$ cat src/rtl/tcce_pkg.sv
// Shared constants, codes and types of the text console character engine.
`default_nettype none

package tcce_pkg;

   // Screen geometry
   localparam int COLUMNS = 80;
   localparam int ROWS    = 25;
   localparam int CELLS   = ROWS * COLUMNS;

   localparam int COL_W    = 7;
   localparam int ROW_W    = 5;
   localparam int ADDR_W   = $clog2(CELLS);
   localparam int CELL_W   = 16;
   localparam int OFFSET_W = 11;

   localparam logic [COL_W-1:0]  COL_COUNT = COL_W'(COLUMNS);
   localparam logic [COL_W-1:0]  LAST_COL  = COL_W'(COLUMNS - 1);
   localparam logic [ROW_W-1:0]  ROW_COUNT = ROW_W'(ROWS);
   localparam logic [ROW_W-1:0]  LAST_ROW  = ROW_W'(ROWS - 1);
   localparam logic [ADDR_W-1:0] ROW_STEP  = ADDR_W'(COLUMNS);
   localparam logic [ADDR_W-1:0] LAST_COPY = ADDR_W'(CELLS - COLUMNS - 1);
   localparam logic [ADDR_W-1:0] LAST_CELL = ADDR_W'(CELLS - 1);

   // Character codes
   localparam logic [7:0] CH_BLANK      = 8'h20;
   localparam logic [7:0] CH_LAST_PRINT = 8'h7E;
   localparam logic [7:0] CH_NEWLINE    = 8'h0A;
   localparam logic [7:0] CH_TAB        = 8'h09;
   localparam logic [7:0] CH_BACKSPACE  = 8'h08;
   localparam logic [7:0] CH_RETURN     = 8'h0D;
   localparam logic [7:0] RESET_COLOR   = 8'h07;

   // Register map
   localparam int CSR_ADDR_W = 4;
   localparam logic [1:0] REG_COLOR     = 2'd0;
   localparam logic [1:0] REG_TAB_WIDTH = 2'd1;
   localparam logic [1:0] REG_SCROLL    = 2'd2;

   localparam logic [7:0] RESET_TAB_WIDTH = 8'd8;

   typedef struct packed {
      logic [7:0]       color;
      logic [COL_W-1:0] tab_width;
      logic             scroll_en;
   } cfg_type;

   typedef enum logic [3:0] {
      OP_NONE,
      OP_LOAD,
      OP_CLEAR,
      OP_PUT,
      OP_SPACE,
      OP_NEWLINE,
      OP_RETURN,
      OP_BACKSPACE,
      OP_READ,
      OP_MOD_INIT,
      OP_MOD_STEP,
      OP_TAB_INIT,
      OP_COPY,
      OP_BLANK,
      OP_RESP
   } dp_op_type;

   typedef struct packed {
      dp_op_type op;
   } dp_cmd_type;

   typedef struct packed {
      logic is_read;
      logic is_newline;
      logic is_tab;
      logic is_backspace;
      logic is_return;
      logic is_print;
      logic col_last;
      logic line_last;
      logic scroll_en;
      logic copy_last;
      logic idx_last;
      logic rem_ge_w;
      logic cnt_one;
      logic rsp_free;
   } dp_status_type;

   typedef enum logic [3:0] {
      ST_CLEAR,
      ST_IDLE,
      ST_DECODE,
      ST_NEWLINE,
      ST_MOD,
      ST_TAB,
      ST_COPY,
      ST_BLANK,
      ST_FINISH
   } state_type;

endpackage

`default_nettype wire

$ cat src/rtl/tcce_csr.sv
// Configuration register file with an APB-style write and read port.
`default_nettype none

module tcce_csr (
   input  wire logic                           clock,
   input  wire logic                           reset,
   input  wire logic                           psel,
   input  wire logic                           penable,
   input  wire logic                           pwrite,
   input  wire logic [tcce_pkg::CSR_ADDR_W-1:0] paddr,
   input  wire logic [31:0]                    pwdata,
   output logic      [31:0]                    prdata,
   output logic                                pready,
   output tcce_pkg::cfg_type                   cfg
);
   import tcce_pkg::*;

   logic [7:0]       color_ff, color_in;
   logic [COL_W-1:0] tab_ff, tab_in;
   logic             scroll_ff, scroll_in;
   logic             wr_en;
   logic [1:0]       index;

   assign pready = 1'b1;
   assign wr_en  = psel && penable && pwrite;
   assign index  = paddr[3:2];

   always_comb begin
      color_in  = color_ff;
      tab_in    = tab_ff;
      scroll_in = scroll_ff;
      if (wr_en) begin
         unique case (index)
            REG_COLOR:     color_in  = pwdata[7:0];
            REG_TAB_WIDTH: tab_in    = pwdata[COL_W-1:0];
            REG_SCROLL:    scroll_in = pwdata[0];
            default: ;
         endcase
      end
   end

   always_comb begin
      unique case (index)
         REG_COLOR:     prdata = {24'd0, color_ff};
         REG_TAB_WIDTH: prdata = {{(32-COL_W){1'b0}}, tab_ff};
         REG_SCROLL:    prdata = {31'd0, scroll_ff};
         default:       prdata = 32'd0;
      endcase
   end

   always_ff @(posedge clock) begin
      if (reset) begin
         color_ff  <= RESET_COLOR;
         tab_ff    <= RESET_TAB_WIDTH[COL_W-1:0];
         scroll_ff <= 1'b1;
      end else begin
         color_ff  <= color_in;
         tab_ff    <= tab_in;
         scroll_ff <= scroll_in;
      end
   end

   assign cfg.color     = color_ff;
   assign cfg.tab_width = tab_ff;
   assign cfg.scroll_en = scroll_ff;

endmodule

`default_nettype wire

$ cat config.mk
export PLATFORM = sky130hd
export DESIGN_NAME = tcce_csr
export DESIGN_NICKNAME = d
export VERILOG_FILES = /design/src/rtl/tcce_pkg.sv /design/src/rtl/tcce_csr.sv
export SDC_FILE = /design/constraint.sdc
export NUM_CORES = 1
export LEC_CHECK = 0
export BUFFER_PORTS_ARGS = -buffer_cell sky130_fd_sc_hd__buf_2
export CORE_UTILIZATION = 40
export DETAILED_ROUTE_END_ITERATION = 12
export PLACE_DENSITY = 0.87
export SLEW_MARGIN = 0
export SYNTH_ARGS = -nofsm -noshare
export SYNTH_HDL_FRONTEND = slang
export SYNTH_SLANG_ARGS = --single-unit
$ cat constraint.sdc
create_clock -name clock -period 1.7 [get_ports clock]
set_input_delay 0 -clock clock [delete_from_list [all_inputs] [get_ports clock]]
set_output_delay 0 -clock clock [all_outputs]
set_load 0.005 [all_outputs]
Yosys cells after proc, flatten, opt, wreduce, memory -nomap -nowiden
Cells that the tools add are included.
{"block": "totals", "regBits": 16, "latchBits": 0, "ram_bits": 0, "rom_bits": 0, "input_bits": 41, "out_inout_bits": 49, "elab_cells": 12, "n_memories": 0}
{"block": "op_classes", "addsub": 0, "multipliers": 0, "n_div": 0, "order_cmp": 0, "n_eq_ne": 2, "shift": 0, "n_mux": 1, "bitwise_logic": 0, "reduce_logical": 6}
{"operator": "8-bit one-hot mux with 3 select lines", "n": 1}
{"operator": "2-bit AND reduction", "n": 3}
{"operator": "2-bit by 1-bit == test with 1-bit output, second input constant", "n": 1}
{"operator": "2-bit == test, second input constant", "n": 1}
{"operator": "1-bit logical AND", "n": 2}
{"operator": "2-bit zero test", "n": 1}

Depth between registers and ports, before layout
{"block": "logic_depth", "ltp_word": 3, "depth_mapped": 4, "mapped_depth_nobuf": 3}

Worst setup path after synthesis
Ideal clock, no wire load.
{"block": "synth_timing", "kind": "input -> register", "start": "in pwrite", "end": "reg tab_ff[4]", "setup_ns": 0.119, "t_arrival_ns": 0.731, "t_required_ns": 1.581, "path_slack_ns": 0.851, "cell_stages": 4, "path_buffers": 1, "path_cell_list": "nand3_2 or3b_1 buf_2 mux2i_1"}
{"block": "synth_via", "elab_chain_cells": 2}
{"item": "start, declared", "line": "tcce_csr.sv:9", "source": "input wire logic pwrite,"}
{"item": "1-bit logical AND", "line": "tcce_csr.sv:25", "source": "assign wr_en = psel && penable && pwrite;"}
{"item": "2-bit AND reduction (no line)"}
{"item": "end signal, assigned", "line": "tcce_csr.sv:54", "source": "tab_ff <= RESET_TAB_WIDTH[COL_W-1:0];"}
{"item": "end signal, assigned", "line": "tcce_csr.sv:58", "source": "tab_ff <= tab_in;"}
{"item": "end, declared", "line": "tcce_csr.sv:19", "source": "logic [COL_W-1:0] tab_ff, tab_in;"}
Every way passes these cells.
A chain may end at the register's enable or synchronous reset.

Worst setup path after layout
{"block": "layout_timing", "start": "reg tab_ff[0]", "end": "out prdata[0]"}
{"block": "layout_via", "elab_chain_cells": 1}
{"item": "8-bit one-hot mux with 3 select lines", "line": "tcce_csr.sv:43", "source": "unique case (index)"}
{"item": "end, declared", "line": "tcce_csr.sv:12", "source": "output logic [31:0] prdata,"}
Every way passes these cells.

==> metrics.md <==
| Metric | Value |
|---|---|
| Status | finished clean |
| Max Clock Skew | 0 ns |
| Final setup viols | 0 |
| Crit Path Category | register to output pin |
| DRC Markers | 0 |
| Initial antenna violation count | 0 |
| Num Clock Sinks | 16 |
| Commonest cells after routing, fill and taps aside | 38 x buf_2, 25 x conb_1, 23 x mux2i_1, 19 x nand2b_1, 16 x dfxtp_1 |
| NetSw | 0.174 mW |
| GPL Wtd Cong | 0.642 |
| Vias per std cell | 4.40 |
| TritonCTS Buffers | 3 |
| Share of cells above drive strength 1 | 0.288 |
| Unrepaired setup endpoints after global routing | false |
| Worst Path Required | 1.70 ns |
| Hold Violations, Final | 0 |
| DR pass1 iterations | 5 |
| Netlist cell types | 15 |
| Pin count of the biggest net entering global routing | 29 |
| Worst-path maximum fanout | 3 |
| Top Ports | 90 |
| Hold Crit Class | input pin to register |
| Die H | 52.7 um |
| Antenna viol nets, final | 0 |
| CP Launch Type | register |
| Final count of pins violating max slew | 0 |
| Least-Margin Pin Slew | 0.532 ns |
| DP Worst Slack | 0.528 ns |
| First-pass GRT wire length | 2.86 mm |
| # hold bufs at CTS | 6 |
| Initial core utilization | 0.419 |
| Core area | 2450 um^2 |
| Iteration-0 DRC Markers | 8 |
| Combinational Power Share | 0.164 |
| CTS H-tree lvls | 1 |
| Post_cts resized | 0 |
| Maxcap violations | 0 |
| Power per cell area | 571 nW/um^2 |
| Worst-Skew Late Latency | 0.28 ns |
| Clk slew on worst S/H paths | 0.09 ns |
| Critical path arrival | 0.99 ns |
| Die Area | 2780 um^2 |
| P&R area growth vs syn | 17.0% |
| Drt wl/cell | 10.7 um |
| F_max | 1010 MHz |
| Clock share of power | 0.279 |
| Chip width | 52.7 um |
| # rows | 18 |
| Slew headroom | 0.644 |
| CTS tree | built |
| Final WS setup | 0.710 ns |
| TNS Setup | 0 ns |
| Internal power | 0.514 mW |
| Switching Share | 0.253 |
| Post-CTS Setup Repair Bufs | 0 |
| Mapped Avg Cell Area | 8.95 um^2 |
| Synthesized area | 1030 um^2 |
| Max clock buf depth | 2 |
| Share of power burned in registers | 0.557 |
| Clock Tree Root | clkbuf_4 |
| Ant. Diodes | 0 |
| Cells after synthesis | 115 |
| Period Utilization, post-route | 0.583 |
| Gr usage total | 0.143 |
| Peak VDD IR | 0.346 mV |
| IO Port Bufs | 38 |
| Crit. End Element | output pin |
| Number of synthesized register bits | 16 |
| Routed WL | 1.97 mm |
| GRT overflow | 0 |
| Vias in the first global route | 637 |
| Commonest non-fill, non-tap cell in the layout | buf_2 |
| Static Leak | 0.586 nW |
| Seq/Total Area, Yosys | 0.311 |
| DR vias | 805 |
| Minimum clock period | 0.990 ns |
| YS warnings | 0 |
| Final net count | 196 |
| Dpl hpwl | 1.35 mm |
power groups by stage:
stage / clock, mW / combinational, mW / sequential, mW
final: 0.192 / 0.113 / 0.383
after CTS: 0.198 / 0.112 / 0.383
after floorplan: 0 / 0.106 / 0.392
after global placement: 0 / 0.0989 / 0.392
after global routing: 0.218 / 0.127 / 0.384
after detailed placement: 0 / 0.101 / 0.392
cells by family (layout without fill, tap and decap cells):
| logic type | Yosys count | in the layout | share of synthesized area |
|---|---|---|---|
| buffers and inverters | 32 | 47 | 0.215 |
| and+or+nand+nor | 41 | 41 | 0.238 |
| muxes | 23 | 23 | 0.224 |
| AOI/OAI and AO/OA | 1 | 1 | 0.00486 |
| DFF | 16 | 16 | 0.311 |
| other | 2 | 25 | 0.00729 |
Yosys cell counts:
| master | count | area, um^2 |
|---|---|---|
| nor2_1 | 15 | 56.3 |
| conb_1 | 2 | 7.51 |
| mux2i_1 | 23 | 230 |
| o21ai_0 | 1 | 5.00 |
| nand3b_1 | 1 | 7.51 |
| clkbuf_1 | 3 | 11.3 |
| nand2b_1 | 19 | 119 |
| dfxtp_1 | 16 | 320 |
| nor3_4 | 1 | 16.3 |
| nor3b_1 | 2 | 15.0 |
| buf_4 | 26 | 195 |
| nor3b_2 | 1 | 12.5 |
| nand3_2 | 1 | 10.0 |
| buf_2 | 3 | 15.0 |
| or3b_1 | 1 | 8.76 |
worst paths after layout:
check | from | endpoint | slack, ns | cells after the start
setup reg to reg | tab_ff[3] | tab_ff[3] | 1.05 | 2
hold reg to reg | color_ff[7] | color_ff[7] | 0.49 | 2
hold / removal | pwdata[5] | tab_ff[5] | 0.02 | 3
setup / recovery | tab_ff[0] | prdata[0] | 0.71 | 3
state kept, by name (all words and copies together) (netlist names):
name       cells
tab_ff         7
scroll_ff      1
color_ff       8
layout make-up:
class,instances,area [um^2]
flip-flops and latches,16,320
multi-input cells,90,574
well taps,30,37.5
fillers,246,1250
clock buffers,3,22.5
repair buffers,44,250
metal layers:
layer  track usage  part of all wire  vias to the layer above
li1              -                 -                      395
met1         0.163              0.43                      363
met2         0.249              0.49                       45
met3        0.0348             0.079                        2
met4        0.0658            0.0061                        0
met5             0                 0                        -
worst max-delay path, cell delays in order (launching register included):
cell	delay [ns]
dfxtp_1	0.36
mux2i_1	0.08
o21ai_0	0.14
buf_2	0.13
metrics by stage:
stage	util	total power, mW	area (um^2)	std cells	hold WS (ns)
after CTS	0.491	0.693	1200	183	0.00156
after global routing	0.491	0.729	1200	183	0.0194
final	0.491	0.688	1200	183	0.0160
after detailed placement	0.457	0.493	1120	174	0.273
after global placement	0.457	0.490	1120	174	0.267
after floorplan	-	0.498	1120	138	0.155
Power figures use the tool's default switching activity.
