`src/rtl/tcce_pkg.sv`:
```
// Shared constants, codes and types of the text console character engine.
`default_nettype none

package tcce_pkg;

   // Screen geometry
   localparam int COLUMNS = 80;
   localparam int ROWS    = 25;
   localparam int CELLS   = ROWS * COLUMNS;

   localparam int COL_W    = 7;
   localparam int ROW_W    = 5;
   localparam int ADDR_W   = $clog2(CELLS);
   localparam int CELL_W   = 16;
   localparam int OFFSET_W = 11;

   localparam logic [COL_W-1:0]  COL_COUNT = COL_W'(COLUMNS);
   localparam logic [COL_W-1:0]  LAST_COL  = COL_W'(COLUMNS - 1);
   localparam logic [ROW_W-1:0]  ROW_COUNT = ROW_W'(ROWS);
   localparam logic [ROW_W-1:0]  LAST_ROW  = ROW_W'(ROWS - 1);
   localparam logic [ADDR_W-1:0] ROW_STEP  = ADDR_W'(COLUMNS);
   localparam logic [ADDR_W-1:0] LAST_COPY = ADDR_W'(CELLS - COLUMNS - 1);
   localparam logic [ADDR_W-1:0] LAST_CELL = ADDR_W'(CELLS - 1);

   // Character codes
   localparam logic [7:0] CH_BLANK      = 8'h20;
   localparam logic [7:0] CH_LAST_PRINT = 8'h7E;
   localparam logic [7:0] CH_NEWLINE    = 8'h0A;
   localparam logic [7:0] CH_TAB        = 8'h09;
   localparam logic [7:0] CH_BACKSPACE  = 8'h08;
   localparam logic [7:0] CH_RETURN     = 8'h0D;
   localparam logic [7:0] RESET_COLOR   = 8'h07;

   // Register map
   localparam int CSR_ADDR_W = 4;
   localparam logic [1:0] REG_COLOR     = 2'd0;
   localparam logic [1:0] REG_TAB_WIDTH = 2'd1;
   localparam logic [1:0] REG_SCROLL    = 2'd2;

   localparam logic [7:0] RESET_TAB_WIDTH = 8'd8;

   typedef struct packed {
      logic [7:0]       color;
      logic [COL_W-1:0] tab_width;
      logic             scroll_en;
   } cfg_type;

   typedef enum logic [3:0] {
      OP_NONE,
      OP_LOAD,
      OP_CLEAR,
      OP_PUT,
      OP_SPACE,
      OP_NEWLINE,
      OP_RETURN,
      OP_BACKSPACE,
      OP_READ,
      OP_MOD_INIT,
      OP_MOD_STEP,
      OP_TAB_INIT,
      OP_COPY,
      OP_BLANK,
      OP_RESP
   } dp_op_type;

   typedef struct packed {
      dp_op_type op;
   } dp_cmd_type;

   typedef struct packed {
      logic is_read;
      logic is_newline;
      logic is_tab;
      logic is_backspace;
      logic is_return;
      logic is_print;
      logic col_last;
      logic line_last;
      logic scroll_en;
      logic copy_last;
      logic idx_last;
      logic rem_ge_w;
      logic cnt_one;
      logic rsp_free;
   } dp_status_type;

   typedef enum logic [3:0] {
      ST_CLEAR,
      ST_IDLE,
      ST_DECODE,
      ST_NEWLINE,
      ST_MOD,
      ST_TAB,
      ST_COPY,
      ST_BLANK,
      ST_FINISH
   } state_type;

endpackage

`default_nettype wire

```
`src/rtl/tcce_ctrl.sv`:
```
// Controller state machine that sequences the screen datapath.
`default_nettype none

module tcce_ctrl (
   input  wire logic                    clock,
   input  wire logic                    reset,
   input  wire logic                    req_valid,
   input  wire tcce_pkg::dp_status_type status,
   output logic                         req_stall,
   output tcce_pkg::dp_cmd_type         cmd
);
   import tcce_pkg::*;

   state_type state_ff, state_in;

   always_ff @(posedge clock) begin
      if (reset) state_ff <= ST_CLEAR;
      else       state_ff <= state_in;
   end

   assign req_stall = (state_ff != ST_IDLE);

   always_comb begin
      state_in = state_ff;
      cmd.op   = OP_NONE;
      unique case (state_ff)
         ST_CLEAR: begin
            cmd.op = OP_CLEAR;
            if (status.idx_last) state_in = ST_IDLE;
         end
         ST_IDLE: begin
            if (req_valid) begin
               cmd.op   = OP_LOAD;
               state_in = ST_DECODE;
            end
         end
         ST_DECODE: begin
            state_in = ST_FINISH;
            if (status.is_read) begin
               cmd.op = OP_READ;
            end else if (status.is_newline) begin
               cmd.op = OP_NEWLINE;
               if (status.line_last && status.scroll_en) state_in = ST_COPY;
            end else if (status.is_tab) begin
               cmd.op   = OP_MOD_INIT;
               state_in = ST_MOD;
            end else if (status.is_backspace) begin
               cmd.op = OP_BACKSPACE;
            end else if (status.is_return) begin
               cmd.op = OP_RETURN;
            end else if (status.is_print) begin
               cmd.op = OP_PUT;
               if (status.col_last) state_in = ST_NEWLINE;
            end
         end
         ST_NEWLINE: begin
            cmd.op = OP_NEWLINE;
            if (status.line_last && status.scroll_en) state_in = ST_COPY;
            else                                      state_in = ST_FINISH;
         end
         ST_MOD: begin
            // Reduce the column modulo the tab width, one subtract a cycle
            if (status.rem_ge_w) begin
               cmd.op = OP_MOD_STEP;
            end else begin
               cmd.op   = OP_TAB_INIT;
               state_in = ST_TAB;
            end
         end
         ST_TAB: begin
            cmd.op = OP_SPACE;
            if (status.col_last)     state_in = ST_NEWLINE;
            else if (status.cnt_one) state_in = ST_FINISH;
         end
         ST_COPY: begin
            cmd.op = OP_COPY;
            if (status.copy_last) state_in = ST_BLANK;
         end
         ST_BLANK: begin
            cmd.op = OP_BLANK;
            if (status.idx_last) state_in = ST_FINISH;
         end
         ST_FINISH: begin
            // Hold until the output register is free
            if (status.rsp_free) begin
               cmd.op   = OP_RESP;
               state_in = ST_IDLE;
            end
         end
         default: state_in = ST_CLEAR;
      endcase
   end

endmodule

`default_nettype wire

```
`config.mk`:
```
export PLATFORM = sky130hd
export DESIGN_NAME = tcce_ctrl
export DESIGN_NICKNAME = d
export VERILOG_FILES = /design/src/rtl/tcce_pkg.sv /design/src/rtl/tcce_ctrl.sv
export SDC_FILE = /design/constraint.sdc
export NUM_CORES = 1
export LEC_CHECK = 0
export ABC_AREA = 0
export CAP_MARGIN = 20
export CORE_AREA = 2 2 39 41
export DETAILED_ROUTE_END_ITERATION = 12
export DIE_AREA = 0 0 41 43
export DONT_BUFFER_PORTS = 1
export GPL_TIMING_DRIVEN = 0
export HOLD_SLACK_MARGIN = 0.06
export PLACE_DENSITY_LB_ADDON = 0.1
export SLEW_MARGIN = 20
export SYNTH_ARGS = -nofsm -noshare
export SYNTH_HDL_FRONTEND = slang
export SYNTH_SLANG_ARGS = --single-unit
```
`constraint.sdc`:
```
create_clock -name clock -period 1.95 [get_ports clock]
set_input_delay 0.39 -clock clock [delete_from_list [all_inputs] [get_ports clock]]
set_output_delay 0.39 -clock clock [all_outputs]
set_load 0.005 [all_outputs]
```
Yosys cells after proc, flatten, opt, wreduce, memory -nomap -nowiden --
Cells that the tools add are included. Widths: inputs -> output; s select.
Operators by class: add/subtract/negate cells 0, $mul 0, divide/modulo/power cells 0, magnitude comparators 0, equal/unequal tests 16, shift operators 0, muxes and demuxes 27, bitwise operators 0, reductions and logical operators 3
Operator list (count):
- $mux 4 | 20
- $pmux 4 s9 | 2
- $eq 4x3->1 const B | 4
- $ne 2x2->1 const B | 6
- $eq 4x2->1 const B | 2
- $reduce_and 7->1 | 1
- $mux 3 | 2
- $eq 4x1->1 const B | 1
- $eq 4x4->1 const B | 1
- $logic_not 4->1 | 1
- $ne 4x1->1 const B | 1
- $ne 3x3->1 const B | 1
- $mux 1 | 2
- $mux 2 | 1
- $logic_and 1x1->1 | 1
Word-level totals: register bits after elaboration 4, bits in latches 0, RAM bits 0, ROM bits 0, bits of input ports 17, output and inout bits 5, memories kept 0

Depth between registers and ports, before layout --
Gate-level depths: netlist of run 1.
word-level depth 8, depth in mapped cells 6, depth with buffers taken out 5

Worst setup path after synthesis of run 1 --
Ideal clock, no wire load.
path kind flip-flop to output port, start register state_ff[3], end output port cmd[1] (netlist name), arrival 1208 ps, data required time 1560 ps, path slack 352 ps, stages on the path, launching flop included 5, buffers on the path 0, path through dfxtp_1 -> nor4b_1 -> nor2b_1 -> o311ai_0 -> nand2_1
RTL lines:
- from (decl) | line tcce_ctrl.sv:14 | state_type state_ff, state_in;
- from (signal assigned) | line tcce_ctrl.sv:18 | else state_ff <= state_in;
- to (decl) | line tcce_ctrl.sv:10 | output tcce_pkg::dp_cmd_type cmd

==> flow_summary.ini, run 1 <==
[outcome]
status = finished clean

[detailed_routing]
routed_wl_um = 1530
num_vias = 641
drt_pre_antenna_iters = 4
vias_per_cell = 6.35
drtAntennaViolNets = 0
drc_errors = 0
route.detailed.wl_per_inst_um = 15.2
drt_iter0_markers = 9

[synth]
syn_area_um2 = 597
synth_nets = 99
syn_avg_cell_area_um2 = 7.28
synth-edff-count = 0
yosysWarnings = 0
synth_area_leaders = dfxtp_1 (13%), o21ai_0 (6.7%), nand2_1 (5.0%)
yosys_most_used_dff = dfxtp_1
synth.largest_area_cell = dfxtp_1
synth_common_cells = nand2_1 (8), o21ai_0 (8), a21oi_1 (5), inv_1 (5)
yosys_register_bits = 4
async_flop_share = 0
synth_top_cell_area_share = 0.134
ys_seq_area_frac = 0.134
syn_inst = 82
ys_types = 40

[layout]
final_util = 0.483
fin_cells = 101
largest_register_ffs = 4
fillers = 152
nNetsFinal = 104
largest_register = state_ff
antenna_cells = 0
reg.largest.list = state_ff: 4 flops
syn2layout_area_growth_pct = 11.9
post-route-cell-area_um2 = 668
drive_gt1_frac = 0.271

[sta]
layout_min_cycle_time_ps = 1820
max_freq_ghz = 0.550
relSlewSlack = 0.766
final_max_slew_viol_count = 0
whs_ps = 208
finalSetupTns_ps = 0
setup_viol = 0
worst_pin_slew_ps = 351
skew_ps = 0.880
fin_ws_ps = 131
grt_setup_unrepaired = no
final_hold_viol_count = 0
period_share = 0.933

[grt]
grt.busiest_layer = met2
first_global_vias = 600
grt_max_degree = 11
antenna_found_initial = 0
use_met3 = 0.0628
grt.overflow.total = 0
grtUsageTotal = 0.212
gr-usage-met2 = 0.309
grt_first_pass_wirelength_um = 2610
met1_usage = 0.302

[power_and_ir_drop]
ir_drop_mv = 0.503
power.density_mw_per_mm2 = 1340
p_leak_nw = 0.262
power_mw = 0.896

[place]
place_hpwl_um = 1210
place_inst = 98
gp_congestion = 0.847
dp_slack_ps = 97.4
placement.io_buffers = 0
dpl-instance-area_um2 = 617

[clock_network]
clk_path_buf_depth = 2
numCtsBuffers = 3
cts_root_buffer = clkbuf_4
clk_pin_slew_ps = 40
cts_max_level = 1
cts_tree = yes
clock_latency_ps = 230
post-cts-setup-buffers = 0
clock_sinks = 4
hold_buffers = 0

[floorplan]
dieArea_mm2 = 0.00176
initial_core_util = 0.431
ioPinCount = 22
design.core.area_mm2 = 0.00138
die_x_um = 41
dieHeight_um = 43
rows = 14

[worst_hold_path]
hold_path_class = input port to flop

[setup_path]
setup.worst_path.end_class = output port
crit_required_ps = 1560
worst_ep_arrival_time_ps = 1430
crit_fanout = 10
critPathKind = flop to output port
cp-start-kind = flop

[job]
cap_violations = 0
==> power by group <==
| part | switching (mW) | internal, mW |
|---|---|---|
| Sequential | 0.0567 | 0.115 |
| Combinational | 0.325 | 0.297 |
| Clock | 0.0339 | 0.0688 |
| Total | 0.415 | 0.481 |
==> area by class of cell <==
| type | count | area, µm² | area share |
|---|---|---|---|
| buffer | 4 | 31.3 | 0.0468 |
| clock buffer | 3 | 22.5 | 0.0337 |
| inverter | 5 | 18.8 | 0.0281 |
| multi-input combinational | 69 | 494 | 0.740 |
| sequential | 4 | 81.3 | 0.122 |
| tap | 16 | 20.0 | 0.0300 |
==> layout by cell type, fill, tap and decap left out, types with 2 or more instances in the layout <==
cell type,count
and2b_2,2
inv_1,5
buf_4,2
o21ai_0,8
a21oi_1,5
nor3_1,2
nand2b_1,4
dfxtp_1,3
nand2_1,8
nor4_2,2
nand4_1,3
nor2_1,3
and3_1,2
clkbuf_4,3
o21bai_1,2
nor3_2,2
nand3_1,2
==> cell families after synthesis <==
| family | synth area share |
|---|---|
| buffers and inverters | 0.0797 |
| DFF | 0.134 |
| AOI/OAI and AO/OA | 0.348 |
| and+or+nand+nor | 0.413 |
| muxes | 0.0251 |
==> timing repair <==
| item | CTS | global route |
|---|---|---|
| pin swaps | 0 | 0 |
| setup endpoints to repair | 3 | 3 |
| gates resized for setup | 2 | 6 |
==> worst paths after layout <==
kind,cells past startpoint,slack [ps],endpoint,from
worst max register to register,6,320,state_ff[1]$_SDFFE_PP0P_,state_ff[0]$_SDFFE_PP0P_
worst min-delay path,1,210,state_ff[2]$_SDFFE_PP0P_,reset
worst max-delay path,5,130,cmd[0],state_ff[2]$_SDFFE_PP0P_
worst min register to register,3,800,state_ff[3]$_SDFFE_PP0P_,state_ff[2]$_SDFFE_PP0P_
==> worst max-delay path: stages (launching register included) <==
cell and delay (ps):
dfxtp_2 370, buf_4 180, inv_1 120, a21o_2 210
a32oi_1 180, o21ai_0 130
==> layer usage <==
metal / share of wire / wire (µm)
met1: 0.45 / 694
met2: 0.50 / 760
met3: 0.051 / 78
met4: 0 / 0
met5: 0 / 0
(Power assumes the default switching activity.)
==> inputs of run 2 (changes only) <==
Settings changed: ABC_AREA 0 to not set.
Clock period 1.95 ns to 1.6 ns, I/O delays scaled along.
==> run 2 against run 1 <==
  * The flow now finishes with violations (setup timing)
  * First-iteration DRC count is 22% higher
  * Utilization rose by 6.8 points
  * Clock power increased by 21%
  * Routed wire length grew 5.4%
  * Combinational power up 48%
  * Setup slack got worse by 150 ps
  * Final cell count up 4.0%
  * Via count is 4.1% higher
  * Largest cell class unchanged
  * Highest routed layer unchanged
==> flow_summary.ini, run 2 (synthesis results as in run 1) <==
[outcome]
status = complete, but fails checks
violations = setup timing

[place]
dp_slack_ps = -183
placement.io_buffers = 0
place_hpwl_um = 1210
gp_congestion = 0.847

[sta]
layout_min_cycle_time_ps = 1620
max_freq_ghz = 0.617
final_max_slew_viol_count = 0
worst_pin_slew_ps = 308
fin_ws_ps = -20.5
skew_ps = 0.182
period_share = 1.01
setup_viol = 2
relSlewSlack = 0.794
grt_setup_unrepaired = yes
final_hold_viol_count = 0

[setup_path]
cp_cell_sequence = nor4b_4, nor2b_4, o311ai_2, nand2_1
crit_path_end = cmd[1]
r2r-start = state_ff[3]$_SDFFE_PP0P_
r2r_cells = 5
setup.worst_path.end_class = output port
crit_fanout = 4
critPathKind = flop to output port
cp_num_cells = 4
cp-startpoint = state_ff[3]$_SDFFE_PP0P_
max_stage_delay_ps = 340
crit_required_ps = 1280
path_delay_family = simple AND/OR/NAND/NOR gates
cp-start-kind = flop
r2r_slack_ps = 30
crit_buf_inv = 0
cp_slowest_cell = dfxtp_4
worst_ep_arrival_time_ps = 1300
r2r-end = state_ff[0]$_SDFFE_PP0P_

[job]
cap_violations = 0

[layout]
drive_gt1_frac = 0.393
mostFrequentLayoutCells = nand2_1 (8), a21oi_1 (5), o21ai_0 (5)
syn2layout_area_growth_pct = 27.7
antenna_cells = 0
largest_register = state_ff
final_util = 0.551
nNetsFinal = 108
reg.largest.list = state_ff: 4 flops
final_common_cell = nand2_1
largest_register_ffs = 4
fillers = 137

[floorplan]
rows = 14
die_x_um = 41
design.core.area_mm2 = 0.00138
dieArea_mm2 = 0.00176
dieHeight_um = 43
ioPinCount = 22
initial_core_util = 0.431

[power_and_ir_drop]
p_leak_nw = 0.299
power.density_mw_per_mm2 = 1660
ir_drop_mv = 0.635

[grt]
grtUsageTotal = 0.223
grt.overflow.total = 0
grt_max_degree = 11
met1_usage = 0.331
grt_first_pass_wirelength_um = 2730
use_met3 = 0.0628
first_global_vias = 612
antenna_found_initial = 0
gr-usage-met2 = 0.316
grt.busiest_layer = met1

[clock_network]
clock_sinks = 4
cts_root_buffer = clkbuf_4
clk_pin_slew_ps = 40
numCtsBuffers = 3
clock_latency_ps = 230
clk_path_buf_depth = 2
cts_tree = yes
cts_max_level = 1

[detailed_routing]
num_vias = 667
drt_pre_antenna_iters = 4
route.detailed.wl_per_inst_um = 15.4
routed_wl_um = 1610
drtAntennaViolNets = 0
drc_errors = 0
vias_per_cell = 6.35
drt_iter0_markers = 11

[worst_hold_path]
worstHoldStart = reset
hold_path_class = input port to flop
==> run 2: cell types whose count changed in the layout (fill, tap and decap cells not counted), sizes merged <==
cell,previous run,this run
buf,4,8
==> run 2: worst register-to-register path: cells and delay by family (launching register included) <==
family,cells,cell delay (ps)
compound gates,3,820
buf+inv,1,130
flops,1,350
simple gates,1,150
==> run 2: through the flow <==
stage / instances / power, mW / setup TNS (ps) / area (µm²) / hold WS [ps]
final: 105 / 1.26 / -27.2 / 762 / 136
after global routing: 105 / 1.37 / -264 / 762 / 120
after CTS: 104 / 1.22 / -103 / 736 / 129
after detailed placement: 98 / 0.921 / -379 / 617 / 387
after global placement: 98 / 0.921 / -347 / 617 / 386
after floorplan: 82 / 0.787 / 0 / 597 / 385
==> run 2: how the worst min path moves through the flow <==
stage,to,slack (ps),depth (start not counted)
after floorplan,state_ff[2]$_SDFFE_PP0P_,380,1
after global placement,state_ff[2]$_SDFFE_PP0P_,390,1
after detailed placement,state_ff[2]$_SDFFE_PP0P_,390,1
after CTS,state_ff[2]$_SDFFE_PP0P_,130,1
after global routing,state_ff[2]$_SDFFE_PP0P_,120,1
final,state_ff[2]$_SDFFE_PP0P_,140,1
==> run 2: cell type report <==
class                   count  area (µm²)  share of cell area
well taps                  16        20.0              0.0263
repair buffers              4        42.5              0.0558
plain buffers               4        41.3              0.0542
multi-input cells          69         524               0.688
inverters                   5        18.8              0.0246
clock buffers               3        22.5              0.0296
flip-flops and latches      4        92.6               0.122
==> run 2: power breakdown <==
| group | total, mW | leakage [nW] | internal, mW | switching, mW |
|---|---|---|---|---|
| registers | 0.213 | 0.0353 | 0.155 | 0.0585 |
| logic | 0.923 | 0.250 | 0.467 | 0.457 |
| clock network | 0.125 | 0.0138 | 0.0839 | 0.0409 |
==> run 2: timing repair <==
item,4_1_cts,5_1_grt
setup endpoints to repair,4,5
hold buffers,0,0
resized for setup,20,6
setup buffers,3,1
hold endpoints to repair,0,0
pin swaps,2,0
==> run 2: per-layer routing <==
layer	vias up	share of wire
met5	-	0
met4	0	0
met3	0	0.056
met2	23	0.50
met1	317	0.45
li1	327	-
==> inputs of run 3 (changes only) <==
Settings changed: ABC_AREA set to 1.
==> run 3 against run 2 <==
  * The flow now finishes without violations
  * Largest power group unchanged
  * Sequential power down 22%
  * Synthesized area is 0.21% lower
  * Largest cell class unchanged
  * Routed wire length increased by 0.12%
  * Sequential cell count stayed put
  * Highest routed layer is now met4
  * Setup slack improved by 78 ps
  * First-iteration DRC count up 27%
==> flow_summary.ini, run 3 <==
[outcome]
status = finished clean

[setup_path]
setup.worst_path.end_class = output port
r2r_slack_ps = 270
cp-start-kind = flop
crit_fanout = 6
critPathKind = flop to output port
worst_ep_arrival_time_ps = 1220
crit_required_ps = 1280

[synth]
syn_inst = 122
ys_seq_area_frac = 0.134
synth_common_cells = nand2_1 (37), inv_1 (23), nor2_1 (17), nand3_1 (12), a21oi_1 (10)
synth_area_leaders = nand2_1 (23%), inv_1 (14%), dfxtp_1 (13%)
synth_nets = 139
synth.largest_area_cell = nand2_1
syn_area_um2 = 596
ys_types = 17
yosysWarnings = 0
synth_top_cell_area_share = 0.233
syn_avg_cell_area_um2 = 4.88
yosys_most_used_dff = dfxtp_1
yosysMostFrequentCell = nand2_1
yosys_register_bits = 4
synth-edff-count = 0
async_flop_share = 0

[clock_network]
cts_tree = yes
cts_root_buffer = clkbuf_4
clk_pin_slew_ps = 40
cts_max_level = 1
clock_latency_ps = 230
clock_sinks = 4
numCtsBuffers = 3
clk_path_buf_depth = 2

[detailed_routing]
drc_errors = 0
routed_wl_um = 1620
num_vias = 747
drt_pre_antenna_iters = 4
vias_per_cell = 5.12
drtAntennaViolNets = 0
route.detailed.wl_per_inst_um = 11.1
drt_iter0_markers = 14

[layout]
largest_register_ffs = 4
syn2layout_area_growth_pct = 25.8
final_common_cell = nand2_1
fillers = 169
regArea_um2 = 95.1
multi_input_area_um2 = 479
antenna_cells = 0
reg.largest.list = state_ff: 4 flops
drive_gt1_frac = 0.238
largest_register = state_ff
nNetsFinal = 149
mostFrequentLayoutCells = nand2_1 (33), inv_1 (19), nor2_1 (13)

[floorplan]
initial_core_util = 0.430
dieHeight_um = 43
design.core.area_mm2 = 0.00138
dieArea_mm2 = 0.00176
rows = 14
ioPinCount = 22
die_x_um = 41

[grt]
grtUsageTotal = 0.206
grt_max_degree = 9
grt.overflow.total = 0
grt_first_pass_wirelength_um = 2570
first_global_vias = 698
antenna_found_initial = 0

[worst_hold_path]
hold_path_class = input port to flop

[sta]
period_share = 0.964
worst_pin_slew_ps = 240
fin_ws_ps = 57.6
final_hold_viol_count = 0
layout_min_cycle_time_ps = 1540
max_freq_ghz = 0.648
grt_setup_unrepaired = yes
final_max_slew_viol_count = 0
skew_ps = 4.95
relSlewSlack = 0.840
setup_viol = 0

[place]
placement.io_buffers = 0
gp_congestion = 0.906
dp_slack_ps = -6.39
place_hpwl_um = 1310

[power_and_ir_drop]
ir_drop_mv = 0.665
power.density_mw_per_mm2 = 905
p_leak_nw = 0.404
power_mw = 0.678

[job]
cap_violations = 0
run 3: cell types whose count changed after synthesis, sizes merged, moves of 3 or more:
| cell | before | now |
|---|---|---|
| a21oi | 5 | 10 |
| nor2 | 4 | 21 |
| nand2 | 8 | 38 |
| buf | 4 | 0 |
| inv | 5 | 24 |
| nor3 | 4 | 1 |
| nand2b | 5 | 0 |
| nand3 | 2 | 12 |
run 3: report_power, final:
group	switching [mW]	total (mW)	internal [mW]
sequential	0.0401	0.166	0.126
clock	0.0356	0.119	0.0835
combinational	0.244	0.393	0.149
total	0.320	0.678	0.358
run 3: what timing repair did:
item	CTS	global route
hold endpoints to repair	0	0
cloned	0	0
gates resized for setup	13	17
hold buffers	0	0
pin swaps	3	8
setup endpoints to repair	4	4
buffers inserted	2	3
run 3: metrics by stage:
step           std cells  hold slack, ps  utilization  area (µm²)  TNS [ps]
6_report             146             147        0.542         749         0
3_3_place_gp         138             396        0.445         616         0
5_1_grt              146             132        0.542         749     -25.6
2_1_floorplan        122             389            -         596         0
3_5_place_dp         138             393        0.445         616     -6.39
4_1_cts              143             145        0.494         683         0
run 3: logic make-up (layout without fill, tap and decap cells):
logic type	Yosys count	count (layout)	synth area share
AND/OR/NAND/NOR	74	74	0.534
buffers and inverters	24	32	0.151
AO/OA/AOI/OAI	20	20	0.181
flip-flops	4	4	0.134
run 3: final cells by class:
class	count	area share
multi-input cells	94	0.639
repair buffers	5	0.0501
clock buffers	3	0.0301
flip-flops and latches	4	0.127
well taps	16	0.0267
inverters	24	0.127
run 3: worst paths after layout:
path,startpoint,end,depth (start not counted)
setup / recovery,state_ff[2]$_SDFFE_PP0P_,cmd[0],6
hold / removal,reset,state_ff[1]$_SDFFE_PP0P_,1
setup reg to reg,state_ff[2]$_SDFFE_PP0P_,state_ff[0]$_SDFFE_PP0P_,10
hold reg to reg,state_ff[0]$_SDFFE_PP0P_,state_ff[0]$_SDFFE_PP0P_,2
run 3: routing by layer:
metal	up-vias	GRT usage	share of wire
met5	-	0	0
met4	0	0.0667	0.011
met3	2	0.0314	0.057
met2	26	0.356	0.52
met1	316	0.241	0.41
li1	403	-	-
run 3: worst max-delay path, stage by stage, from the launching register on:
cell	delay (ps)
dfxtp_4	390
inv_4	50
nand2_2	90
nor2_4	50
nand2_4	70
inv_1	60
a211o_1	300
